==> src/design/rtp_pkg.sv <==
package rtp_pkg;

  localparam int WINDOW_DEF = 10;
  localparam int RANGE_W = 8;
  localparam int SPAN_W = 12;
  localparam int RSSI_W = 8;
  localparam int CFG_IDX_W = 1;
  localparam logic [SPAN_W-1:0] SPAN_RESET = 12'd600;
  localparam logic [CFG_IDX_W-1:0] REG_SPAN_X = 1'b0;
  localparam logic [CFG_IDX_W-1:0] REG_SPAN_Y = 1'b1;

  typedef enum logic [2:0] {
    ST_IDLE,
    ST_MUL,
    ST_SETUP,
    ST_DIV,
    ST_OUT
  } state_t;

endpackage

==> src/design/rssi_trilateration_position_core.sv <==
// Position core: each beat carries three signed beacon readings whose magnitudes
// are filtered by a WINDOW-deep moving sum per beacon, trilaterated against a
// spacing equal to the running maximum range (as it stood before the beat) and
// scaled to screen pixels. The block takes one beat at a time. One shared squarer
// forms the three window-sum squares and (W*d)^2 one after another, then for each
// axis in turn a shift-and-add multiplier and a restoring divider work one bit a
// cycle. The result is held until it is read, and no input beat is taken while it
// waits; the next beat can be accepted in the cycle after the result is read.
module rssi_trilateration_position_core #(
  parameter int WINDOW = rtp_pkg::WINDOW_DEF
) (
  input  logic                              clk,
  input  logic                              rst,
  input  logic                              in_valid,
  output logic                              in_ready,
  input  logic signed [rtp_pkg::RSSI_W-1:0] rssi_a,
  input  logic signed [rtp_pkg::RSSI_W-1:0] rssi_b,
  input  logic signed [rtp_pkg::RSSI_W-1:0] rssi_c,
  output logic                              out_valid,
  input  logic                              out_ready,
  output logic [rtp_pkg::SPAN_W-1:0]        pos_x,
  output logic [rtp_pkg::SPAN_W-1:0]        pos_y,
  input  logic                              cfg_valid,
  output logic                              cfg_ready,
  input  logic [rtp_pkg::CFG_IDX_W-1:0]     cfg_index,
  input  logic [rtp_pkg::SPAN_W-1:0]        cfg_data
);

  localparam int RW = rtp_pkg::RANGE_W;
  localparam int SW = rtp_pkg::SPAN_W;
  localparam int SLOT_W = $clog2(WINDOW);
  localparam int SUM_W = RW + $clog2(WINDOW + 1);
  // Denominator 2*W^2*d^2 width, numerators fit in the same plus one.
  localparam int DW = 2 * SUM_W + 2;
  localparam int NW = DW + SW;
  localparam int CNT_W = $clog2(NW + 1);
  localparam logic [SLOT_W-1:0] LAST_SLOT = SLOT_W'(WINDOW - 1);

  logic [SW-1:0] span_x, span_y;
  logic [RW-1:0] ring_a [WINDOW];
  logic [RW-1:0] ring_b [WINDOW];
  logic [RW-1:0] ring_c [WINDOW];
  logic [SUM_W-1:0] sum_a, sum_b, sum_c;
  logic [SLOT_W-1:0] ring_slot;
  logic [RW-1:0] spacing_max;

  rtp_pkg::state_t state, state_next;
  logic [RW-1:0] ra, rb, rc, m1, m2;
  logic [SUM_W-1:0] na, nb, nc;
  logic [SUM_W:0] wd;
  logic signed [DW+1:0] nx, ny;
  logic [DW-1:0] den;
  logic axis;
  logic [NW-1:0] acc, mcand, rem;
  logic [SW-1:0] mplier, quo;
  logic [CNT_W-1:0] cnt;
  logic [SW-1:0] res_x;
  logic [2*SUM_W+1:0] sqa, sqb, sqc, w2d2;
  logic [1:0] mul_sel;
  logic [SUM_W:0] sq_op;
  logic [2*SUM_W+1:0] sq;

  function automatic logic [RW-1:0] mag(input logic signed [RW-1:0] v);
    mag = v[RW-1] ? RW'(-v) : RW'(v);
  endfunction

  assign ra = mag(rssi_a);
  assign rb = mag(rssi_b);
  assign rc = mag(rssi_c);
  assign m1 = (ra > spacing_max) ? ra : spacing_max;
  assign m2 = (rb > m1) ? rb : m1;
  assign na = sum_a - SUM_W'(ring_a[ring_slot]) + SUM_W'(ra);
  assign nb = sum_b - SUM_W'(ring_b[ring_slot]) + SUM_W'(rb);
  assign nc = sum_c - SUM_W'(ring_c[ring_slot]) + SUM_W'(rc);

  always_comb begin
    case (mul_sel)
      2'd0:    sq_op = {1'b0, sum_a};
      2'd1:    sq_op = {1'b0, sum_b};
      2'd2:    sq_op = {1'b0, sum_c};
      default: sq_op = wd;
    endcase
  end

  assign sq = (2*SUM_W+2)'(sq_op) * (2*SUM_W+2)'(sq_op);
  assign nx = $signed({2'b0, sqa}) - $signed({2'b0, sqb}) + $signed({2'b0, w2d2});
  assign ny = $signed({2'b0, sqb}) - $signed({2'b0, sqc}) + $signed({2'b0, w2d2});

  assign in_ready = (state == rtp_pkg::ST_IDLE) && !out_valid;
  assign cfg_ready = 1'b1;

  always_ff @(posedge clk) begin
    if (rst) begin
      state <= rtp_pkg::ST_IDLE;
    end else begin
      state <= state_next;
    end
  end

  always_comb begin
    state_next = state;
    case (state)
      rtp_pkg::ST_IDLE:  if (in_valid && in_ready) state_next = rtp_pkg::ST_MUL;
      rtp_pkg::ST_MUL:   if (mul_sel == 2'd3) state_next = rtp_pkg::ST_SETUP;
      rtp_pkg::ST_SETUP: state_next = rtp_pkg::ST_DIV;
      rtp_pkg::ST_DIV:   if (cnt == '0) state_next = rtp_pkg::ST_OUT;
      rtp_pkg::ST_OUT:   state_next = axis ? rtp_pkg::ST_IDLE : rtp_pkg::ST_SETUP;
      default:           state_next = rtp_pkg::ST_IDLE;
    endcase
  end

  // The squarer takes one operand a cycle, and its products are registered.
  always_ff @(posedge clk) begin
    if (rst) begin
      span_x <= rtp_pkg::SPAN_RESET;
      span_y <= rtp_pkg::SPAN_RESET;
      sum_a <= '0;
      sum_b <= '0;
      sum_c <= '0;
      ring_slot <= '0;
      spacing_max <= RW'(1);
      out_valid <= 1'b0;
      axis <= 1'b0;
      mul_sel <= '0;
      for (int i = 0; i < WINDOW; i++) begin
        ring_a[i] <= '0;
        ring_b[i] <= '0;
        ring_c[i] <= '0;
      end
    end else begin
      if (cfg_valid) begin
        if (cfg_index == rtp_pkg::REG_SPAN_X) span_x <= cfg_data;
        if (cfg_index == rtp_pkg::REG_SPAN_Y) span_y <= cfg_data;
      end
      if (out_valid && out_ready) out_valid <= 1'b0;
      case (state)
        rtp_pkg::ST_IDLE: begin
          if (in_valid && in_ready) begin
            wd <= (SUM_W + 1)'(WINDOW) * (SUM_W + 1)'(spacing_max);
            spacing_max <= (rc > m2) ? rc : m2;
            sum_a <= na;
            sum_b <= nb;
            sum_c <= nc;
            ring_a[ring_slot] <= ra;
            ring_b[ring_slot] <= rb;
            ring_c[ring_slot] <= rc;
            ring_slot <= (ring_slot == LAST_SLOT) ? '0 : ring_slot + 1'b1;
            axis <= 1'b0;
            mul_sel <= '0;
          end
        end
        rtp_pkg::ST_MUL: begin
          if (mul_sel == 2'd0) sqa <= sq;
          if (mul_sel == 2'd1) sqb <= sq;
          if (mul_sel == 2'd2) sqc <= sq;
          if (mul_sel == 2'd3) w2d2 <= sq;
          mul_sel <= mul_sel + 2'd1;
        end
        rtp_pkg::ST_SETUP: begin
          if (!axis) begin
            den <= DW'({w2d2, 1'b0});
          end
          mcand <= NW'(axis ? ny[DW-1:0] : nx[DW-1:0]);
          mplier <= axis ? span_y : span_x;
          acc <= '0;
          cnt <= CNT_W'(SW + NW);
          quo <= '0;
        end
        rtp_pkg::ST_DIV: begin
          // First SW steps multiply by shift and add, the rest divide bit-serially.
          if (cnt > CNT_W'(NW)) begin
            acc <= {acc[NW-2:0], 1'b0} + (mplier[SW-1] ? mcand : '0);
            mplier <= {mplier[SW-2:0], 1'b0};
            rem <= '0;
          end else if (cnt != '0) begin
            if ({rem[NW-2:0], acc[NW-1]} >= NW'(den)) begin
              rem <= {rem[NW-2:0], acc[NW-1]} - NW'(den);
              quo <= {quo[SW-2:0], 1'b1};
            end else begin
              rem <= {rem[NW-2:0], acc[NW-1]};
              quo <= {quo[SW-2:0], 1'b0};
            end
            acc <= {acc[NW-2:0], 1'b0};
          end
          if (cnt != '0) cnt <= cnt - 1'b1;
        end
        rtp_pkg::ST_OUT: begin
          if (!axis) begin
            if (nx <= 0) res_x <= '0;
            else if (nx >= $signed({2'b0, den})) res_x <= span_x;
            else res_x <= quo;
            axis <= 1'b1;
          end else begin
            pos_x <= res_x;
            if (ny <= 0) pos_y <= '0;
            else if (ny >= $signed({2'b0, den})) pos_y <= span_y;
            else pos_y <= quo;
            out_valid <= 1'b1;
          end
        end
        default: ;
      endcase
    end
  end

endmodule
==> config.mk <==
export PLATFORM = sky130hd
export DESIGN_NAME = rssi_trilateration_position_core
export DESIGN_NICKNAME = d
export VERILOG_FILES = /design/src/design/rtp_pkg.sv /design/src/design/rssi_trilateration_position_core.sv
export SDC_FILE = /design/constraint.sdc
export NUM_CORES = 2
export LEC_CHECK = 0
export BUFFER_PORTS_ARGS = -buffer_cell sky130_fd_sc_hd__buf_2
export CAP_MARGIN = 20
export CORE_ASPECT_RATIO = 1.4
export CORE_MARGIN = 5
export CORE_UTILIZATION = 25
export DETAILED_ROUTE_END_ITERATION = 6
export GPL_TIMING_DRIVEN = 0
export PLACE_DENSITY = 0.37
export SLEW_MARGIN = 20
export SYNTH_ARGS = -nofsm -noshare
export SYNTH_HDL_FRONTEND = slang
export SYNTH_SLANG_ARGS = --single-unit
==> constraint.sdc <==
create_clock -name clk -period 6.15 [get_ports clk]
set_clock_uncertainty 0.1 [all_clocks]
set_input_delay 0.3075 -clock clk [delete_from_list [all_inputs] [get_ports clk]]
set_output_delay 0.3075 -clock clk [all_outputs]
set_load 0.02 [all_outputs]
== Word-level counts from Yosys, hierarchy flattened ==
Memory sizes are Yosys's and may differ from the RTL's. A register that Yosys moved wholly into a read port is not among the register bits.
Cells that the tools add are included.

* Register bits: 398
* Memory bits (writable): 240
* Input bits: 42
* Output and inout bits: 27
* Word-level logic and storage cells: 170
* Memories: 3

* Add/subtract/negate cells: 18
* Multipliers: 2
* Magnitude comparators: 9
* Equal/unequal tests: 15
* Multiplexer cells: 59
* Bitwise gates (word level): 3
* Reductions and logical operators: 35

{| class="wikitable"
|+ Memories
! memory !! depth !! width !! rd ports !! clocked after memory_dff !! write ports !! RTL line !! RTL
|-
| ring_a || 10 || 8 || 1 || 1 || 10 || rssi_trilateration_position_core.sv:40 || <nowiki>logic [RW-1:0] ring_a [WINDOW];</nowiki>
|-
| ring_b || 10 || 8 || 1 || 1 || 10 || rssi_trilateration_position_core.sv:41 || <nowiki>logic [RW-1:0] ring_b [WINDOW];</nowiki>
|-
| ring_c || 10 || 8 || 1 || 1 || 10 || rssi_trilateration_position_core.sv:42 || <nowiki>logic [RW-1:0] ring_c [WINDOW];</nowiki>
|}

{| class="wikitable"
|+ Operators by type and width
! cell !! count
|-
| 38-bit 2-to-1 mux || 3
|-
| 38-bit case mux with 2 select lines || 1
|-
| 37-bit 2-to-1 mux || 2
|-
| 12-bit 2-to-1 mux || 6
|-
| 8-bit 2-to-1 mux || 9
|-
| 27-bit by 27-bit adder with 28-bit output || 2
|-
| 28-bit by 27-bit >= comparator with 1-bit output || 2
|-
| 28-bit by 1-bit <= comparator with 1-bit output (second input constant) || 2
|-
| 26-bit by 26-bit subtractor with 27-bit output || 2
|-
| 12-bit case mux with 2 select lines || 2
|-
| 4-bit 2-to-1 mux || 10
|-
| 3-bit AND reduction || 13
|-
| 38-bit adder || 1
|-
| 38-bit by 26-bit >= comparator with 1-bit output || 1
|-
| 37-bit by 26-bit subtractor with 37-bit output || 1
|-
| 12-bit by 8-bit adder with 12-bit output || 3
|-
| 12-bit case mux with 3 select lines || 1
|-
| 12-bit by 8-bit subtractor with 12-bit output || 3
|-
| 13-bit by 13-bit multiplier with 26-bit output || 1
|-
| 26-bit 2-to-1 mux || 1
|-
| 8-bit > comparator || 3
|-
| 8-bit negator || 3
|-
| 8-bit OR reduction || 3
|-
| 3-bit case mux with 5 select lines || 1
|-
| 31 further kinds || 65
|}

== Longest topological paths before layout ==
* Depth after elaboration: 9
* Depth in mapped cells: 32
* Gate-level depth less buffers: 31

== Worst setup path after synthesis ==
OpenSTA, ideal clock, no wires.

* Path kind: reg-to-reg
* Start point: register mul_sel[0]
* End point: register sqa[25] (data pin)
* Setup time: 0.280 ns
* Arrival time: 6.282 ns
* Data required time: 5.770 ns
* Setup slack: -0.512 ns
* Cell stages (with the launch flop): 22
* Buffers on the path: 2
* Period minus slack after synthesis: 6.662 ns
* Cell sequence: dfxtp_1 > ha_1 > clkbuf_1 > buf_1 > mux2i_1 > nor2_1 > fa_1 > fa_1 > inv_1 > fa_1 > inv_1 > fa_1 > inv_1 > fa_1 > inv_1 > ha_1 > o41ai_1 > o21bai_1 > o211ai_1 > nand3b_1 > a2111oi_0 > nor3_1

* Word-level cells in the longest chain between the ends: 3
* Elaborated cells between the ends (all ways): 5
* Those cells by class: 1 x mul; 2 x eq/ne; 1 x mux; 1 x reduce/logical

{| class="wikitable"
|+ RTL lines
! what !! RTL line !! RTL
|-
| start, declared || rssi_trilateration_position_core.sv:59 || <nowiki>logic [1:0] mul_sel;</nowiki>
|-
| start signal, assigned || rssi_trilateration_position_core.sv:157 || <nowiki>mul_sel <= mul_sel + 2'd1;</nowiki>
|-
| 2-bit equality test, or another cell as far along || rssi_trilateration_position_core.sv:77 || <nowiki>case (mul_sel)</nowiki>
|-
| 12-bit case mux with 3 select lines * || rssi_trilateration_position_core.sv:77 ||
|-
| 13-bit by 13-bit multiplier with 26-bit output * || rssi_trilateration_position_core.sv:85 || <nowiki>assign sq = (2*SUM_W+2)'(sq_op) * (2*SUM_W+2)'(sq_op);</nowiki>
|-
| net sq[25] || rssi_trilateration_position_core.sv:61 || <nowiki>logic [2*SUM_W+1:0] sq;</nowiki>
|-
| end signal, assigned || rssi_trilateration_position_core.sv:153 || <nowiki>if (mul_sel == 2'd0) sqa <= sq;</nowiki>
|-
| end, declared || rssi_trilateration_position_core.sv:58 || <nowiki>logic [2*SUM_W+1:0] sqa, sqb, sqc, w2d2;</nowiki>
|}

The timed path passes the listed nets; every way through them passes the cells marked *.
A chain may end at the register's enable or synchronous reset.

== Final worst setup path ==
* Start point: register mul_sel[0]
* End point: register sqb[25] (data pin)

* Word-level cells in the longest chain between the ends: 3
* Elaborated cells between the ends (all ways): 5
* Those cells by class: 1 x mul; 2 x eq/ne; 1 x mux; 1 x reduce/logical

{| class="wikitable"
|+ RTL lines
! what !! RTL line !! RTL
|-
| 2-bit equality test, or another cell as far along || rssi_trilateration_position_core.sv:77 ||
|-
| 12-bit case mux with 3 select lines * || rssi_trilateration_position_core.sv:77 ||
|-
| 13-bit by 13-bit multiplier with 26-bit output * || rssi_trilateration_position_core.sv:85 ||
|-
| net sq[25] || rssi_trilateration_position_core.sv:61 ||
|-
| end signal, assigned || rssi_trilateration_position_core.sv:154 || <nowiki>if (mul_sel == 2'd1) sqb <= sq;</nowiki>
|-
| end, declared || rssi_trilateration_position_core.sv:58 ||
|}

Marked as above.

==> flow_metrics.env <==
export IMPL_synth_commonest_cells="686 x edfxtp_1, 462 x nor2_1, 432 x inv_1"
export IMPL_path_clk_slew_ns=0.06
export IMPL_syn_inst=4214
export IMPL_cp_required_ns=6.51
export IMPL_synthesis_area_mm2=0.0468
export IMPL_finalCriticalPeriod_ns=6.77
export IMPL_hold_path_depth=4
export IMPL_die_h_um=522
export IMPL_cap_violations=0
export IMPL_portBuffers=67
export IMPL_stdcell_area_mm2=0.0580
export IMPL_yosysWarningCount=0
export IMPL_worstSetupStartpointType="flip-flop"
export IMPL_drtIter0Drc=1819
export IMPL_reg2reg_depth=25
export IMPL_grt_max_degree=40
export IMPL_boundaryPins=69
export IMPL_violations="setup timing"
export IMPL_wl_per_cell_um=22.4
export IMPL_tritoncts="built"
export IMPL_ys_top_cells_by_area="edfxtp_1 44%, ha_1 9.1%, mux4_2 5.8%, fa_1 4.7%, nor2_1 3.7%"
export IMPL_powerDensity_mw_per_mm2=353
export IMPL_yosysMostFrequentCell="edfxtp_1"
export IMPL_cts_sinks=769
export IMPL_min_path_type="primary input to flip-flop"
export IMPL_synth_edf_count=686
export IMPL_use_met3=0.0170
export IMPL_die_area_mm2=0.196
export IMPL_endpoint_kind="flip-flop"
export IMPL_grt_pass1_wl_um=236000
export IMPL_synth_distinct_cells=99
export IMPL_leakagePower_nw=22.4
export IMPL_num_vias=33231
export IMPL_met2_usage=0.313
export IMPL_grt_busiest_layer="met2"
export IMPL_finalPower_mw=20.5
export IMPL_dpl_instance_area_mm2=0.0511
export IMPL_area_delta_synth_final_pct=24.0
export IMPL_std_cell_rows=188
export IMPL_comb_power_share=0.406
export IMPL_drt_total_wl_um=160000
export IMPL_seqPwrFrac=0.315
export IMPL_run_status="complete, but fails checks"
export IMPL_synth_top_area_frac=0.440
export IMPL_syn_avg_cell_area_um2=11.1
export IMPL_crit_fanout=4
export IMPL_crit_slowest_cell="a222oi_1"
export IMPL_rsz0062_at_grt="true"
export IMPL_die_w_um=376
export IMPL_fin_hold_ws_ns=0.0957
export IMPL_crit_top_cell="inv_2"
export IMPL_synth_top_cell_by_area="edfxtp_1"
export IMPL_worst_ep_arrival_time_ns=7.13
export IMPL_final_max_slew_viol_count=0
export IMPL_ys_ff_latch=769
export IMPL_cts_root_buffer="clkbuf_16"
export IMPL_ys_async_sr_fraction=0
export IMPL_syn_nets=4705
export IMPL_synthFlopType="edfxtp_1"
export IMPL_tightest_slew_ns=1.27
export IMPL_maxSlewHeadroom=0.148
export IMPL_drive_above_1_share=0.209
export IMPL_p_int_mw=13.0
export IMPL_grt_overflow_total=0
export IMPL_grt_pass1_vias=35636
export IMPL_postRouteAntennaNets=0
export IMPL_initial_core_util=0.250
export IMPL_grtUsageMet1=0.178
export IMPL_yosysSeqAreaShare=0.476
export IMPL_core_mm2=0.187
export IMPL_nets=5088
export IMPL_cts_buffers=91
export IMPL_clock_fmax_mhz=148
export IMPL_p_sw_mw=7.53
export IMPL_setup_tns_ns=-18.92
export IMPL_clkPwrFrac=0.279
export IMPL_min_period_over_period=1.10
export IMPL_hold_viol=0
export IMPL_globalplace_congestion=0.819
export IMPL_insertion_delay_ns=0.74
export IMPL_swShare=0.368
export IMPL_grt_usage=0.161
export IMPL_setup_viol=60
export IMPL_clockBufferDepth=3
export IMPL_first_pass_iters=5
export IMPL_vdd_drop_max_uv=208
export IMPL_fin_ws_ns=-0.620
export IMPL_drt_vias_per_instance=4.65
export IMPL_drc_errors=0
export IMPL_critPathKind="flip-flop to flip-flop"
export IMPL_antenna_found_initial=10
export IMPL_hpwl_um=123000
export IMPL_htree_levels=3
export IMPL_critical_path_max_stage_delay_ns=0.68
export IMPL_final_core_util=0.311
layout make-up:
type / count / area [um2]
clock buffer: 109 / 2380
fill: 19216 / 129000
antenna: 2 / 5.00
timing repair buffer: 293 / 2620
multi-input combinational: 2872 / 24500
sequential: 769 / 22300
inverter: 437 / 1690
buffer: 133 / 748
clock inverter: 60 / 756
tap: 2470 / 3090
path summary, 6_finish.rpt:
check              from      endpoint  slack [ns]
max          mul_sel[0]       sqb[25]       -0.62
min           rssi_c[7]  ring_c[7][2]         0.1
max reg2reg  mul_sel[0]       sqb[25]       -0.62
min reg2reg    res_x[6]      pos_x[6]        0.32
flip-flops by register name (all words and copies together) (netlist names), 24 cells and up, named ones only:
| name | flops |
|---|---|
| ring_a | 128 |
| ring_b | 128 |
| ring_c | 128 |
| acc | 38 |
| rem | 37 |
| mcand | 26 |
| sqa | 25 |
| sqb | 25 |
| sqc | 25 |
| w2d2 | 25 |
| den | 24 |
through the flow:
step | instances | setup slack (ns)
after floorplan | 4214 | 0.00497
after global placement | 6751 | -3.07
after detailed placement | 6794 | -2.49
after CTS | 7099 | -0.688
after global routing | 7143 | -0.802
final | 7145 | -0.620
cell families after synthesis:
kind of cell / share of synthesized area
AO/OA/AOI/OAI: 0.107
XOR/XNOR: 0.0337
adder cells (fa/ha/maj): 0.138
buffers and inverters: 0.0471
flip-flops: 0.476
multiplexers: 0.0735
other: 0.0000802
AND/OR/NAND/NOR: 0.125
worst max-delay path: cells and delay by family, from the launching register on:
family          cells  cell delay, ns
compound gates      4            1.48
fa+ha+maj           7            2.94
buf+inv             8            0.84
flops               1            0.38
simple gates        6            0.75
repair_timing:
item                                    4_1_cts  5_1_grt
hold buffers                                 23        0
endpoints found under the setup margin      110       96
buffers inserted                            111       46
pin swaps                                   151      163
endpoints found under the hold margin        40        0
resized for setup                           372      166
cloned                                        3        1
metal layers:
layer  vias up  routed length, um
met5         -                 37
met4         6               7400
met3       246               4030
met2       462              87000
met1     16596              61600
li1      15921                  -
power by group through the flow:
stage,logic (mW),clock network (mW),registers (mW)
after floorplan,4.74,0,6.45
after global placement,6.83,0,6.56
after detailed placement,6.88,0,6.55
after CTS,7.97,5.89,6.46
after global routing,9.15,6.07,6.49
final,8.32,5.71,6.45
cell usage in the layout, fill, tap and decap left out, drive strengths merged, types with 101 or more instances in the layout:
cell type and count:
edfxtp 686, nor2 462, inv 434, nand2 346
ha 339, buf 304, a21oi 259, clkbuf 208
o21ai 166, xnor2 121, mux4 120, fa 110
nand3 101
No activity file was read; power rests on OpenSTA's default activity.
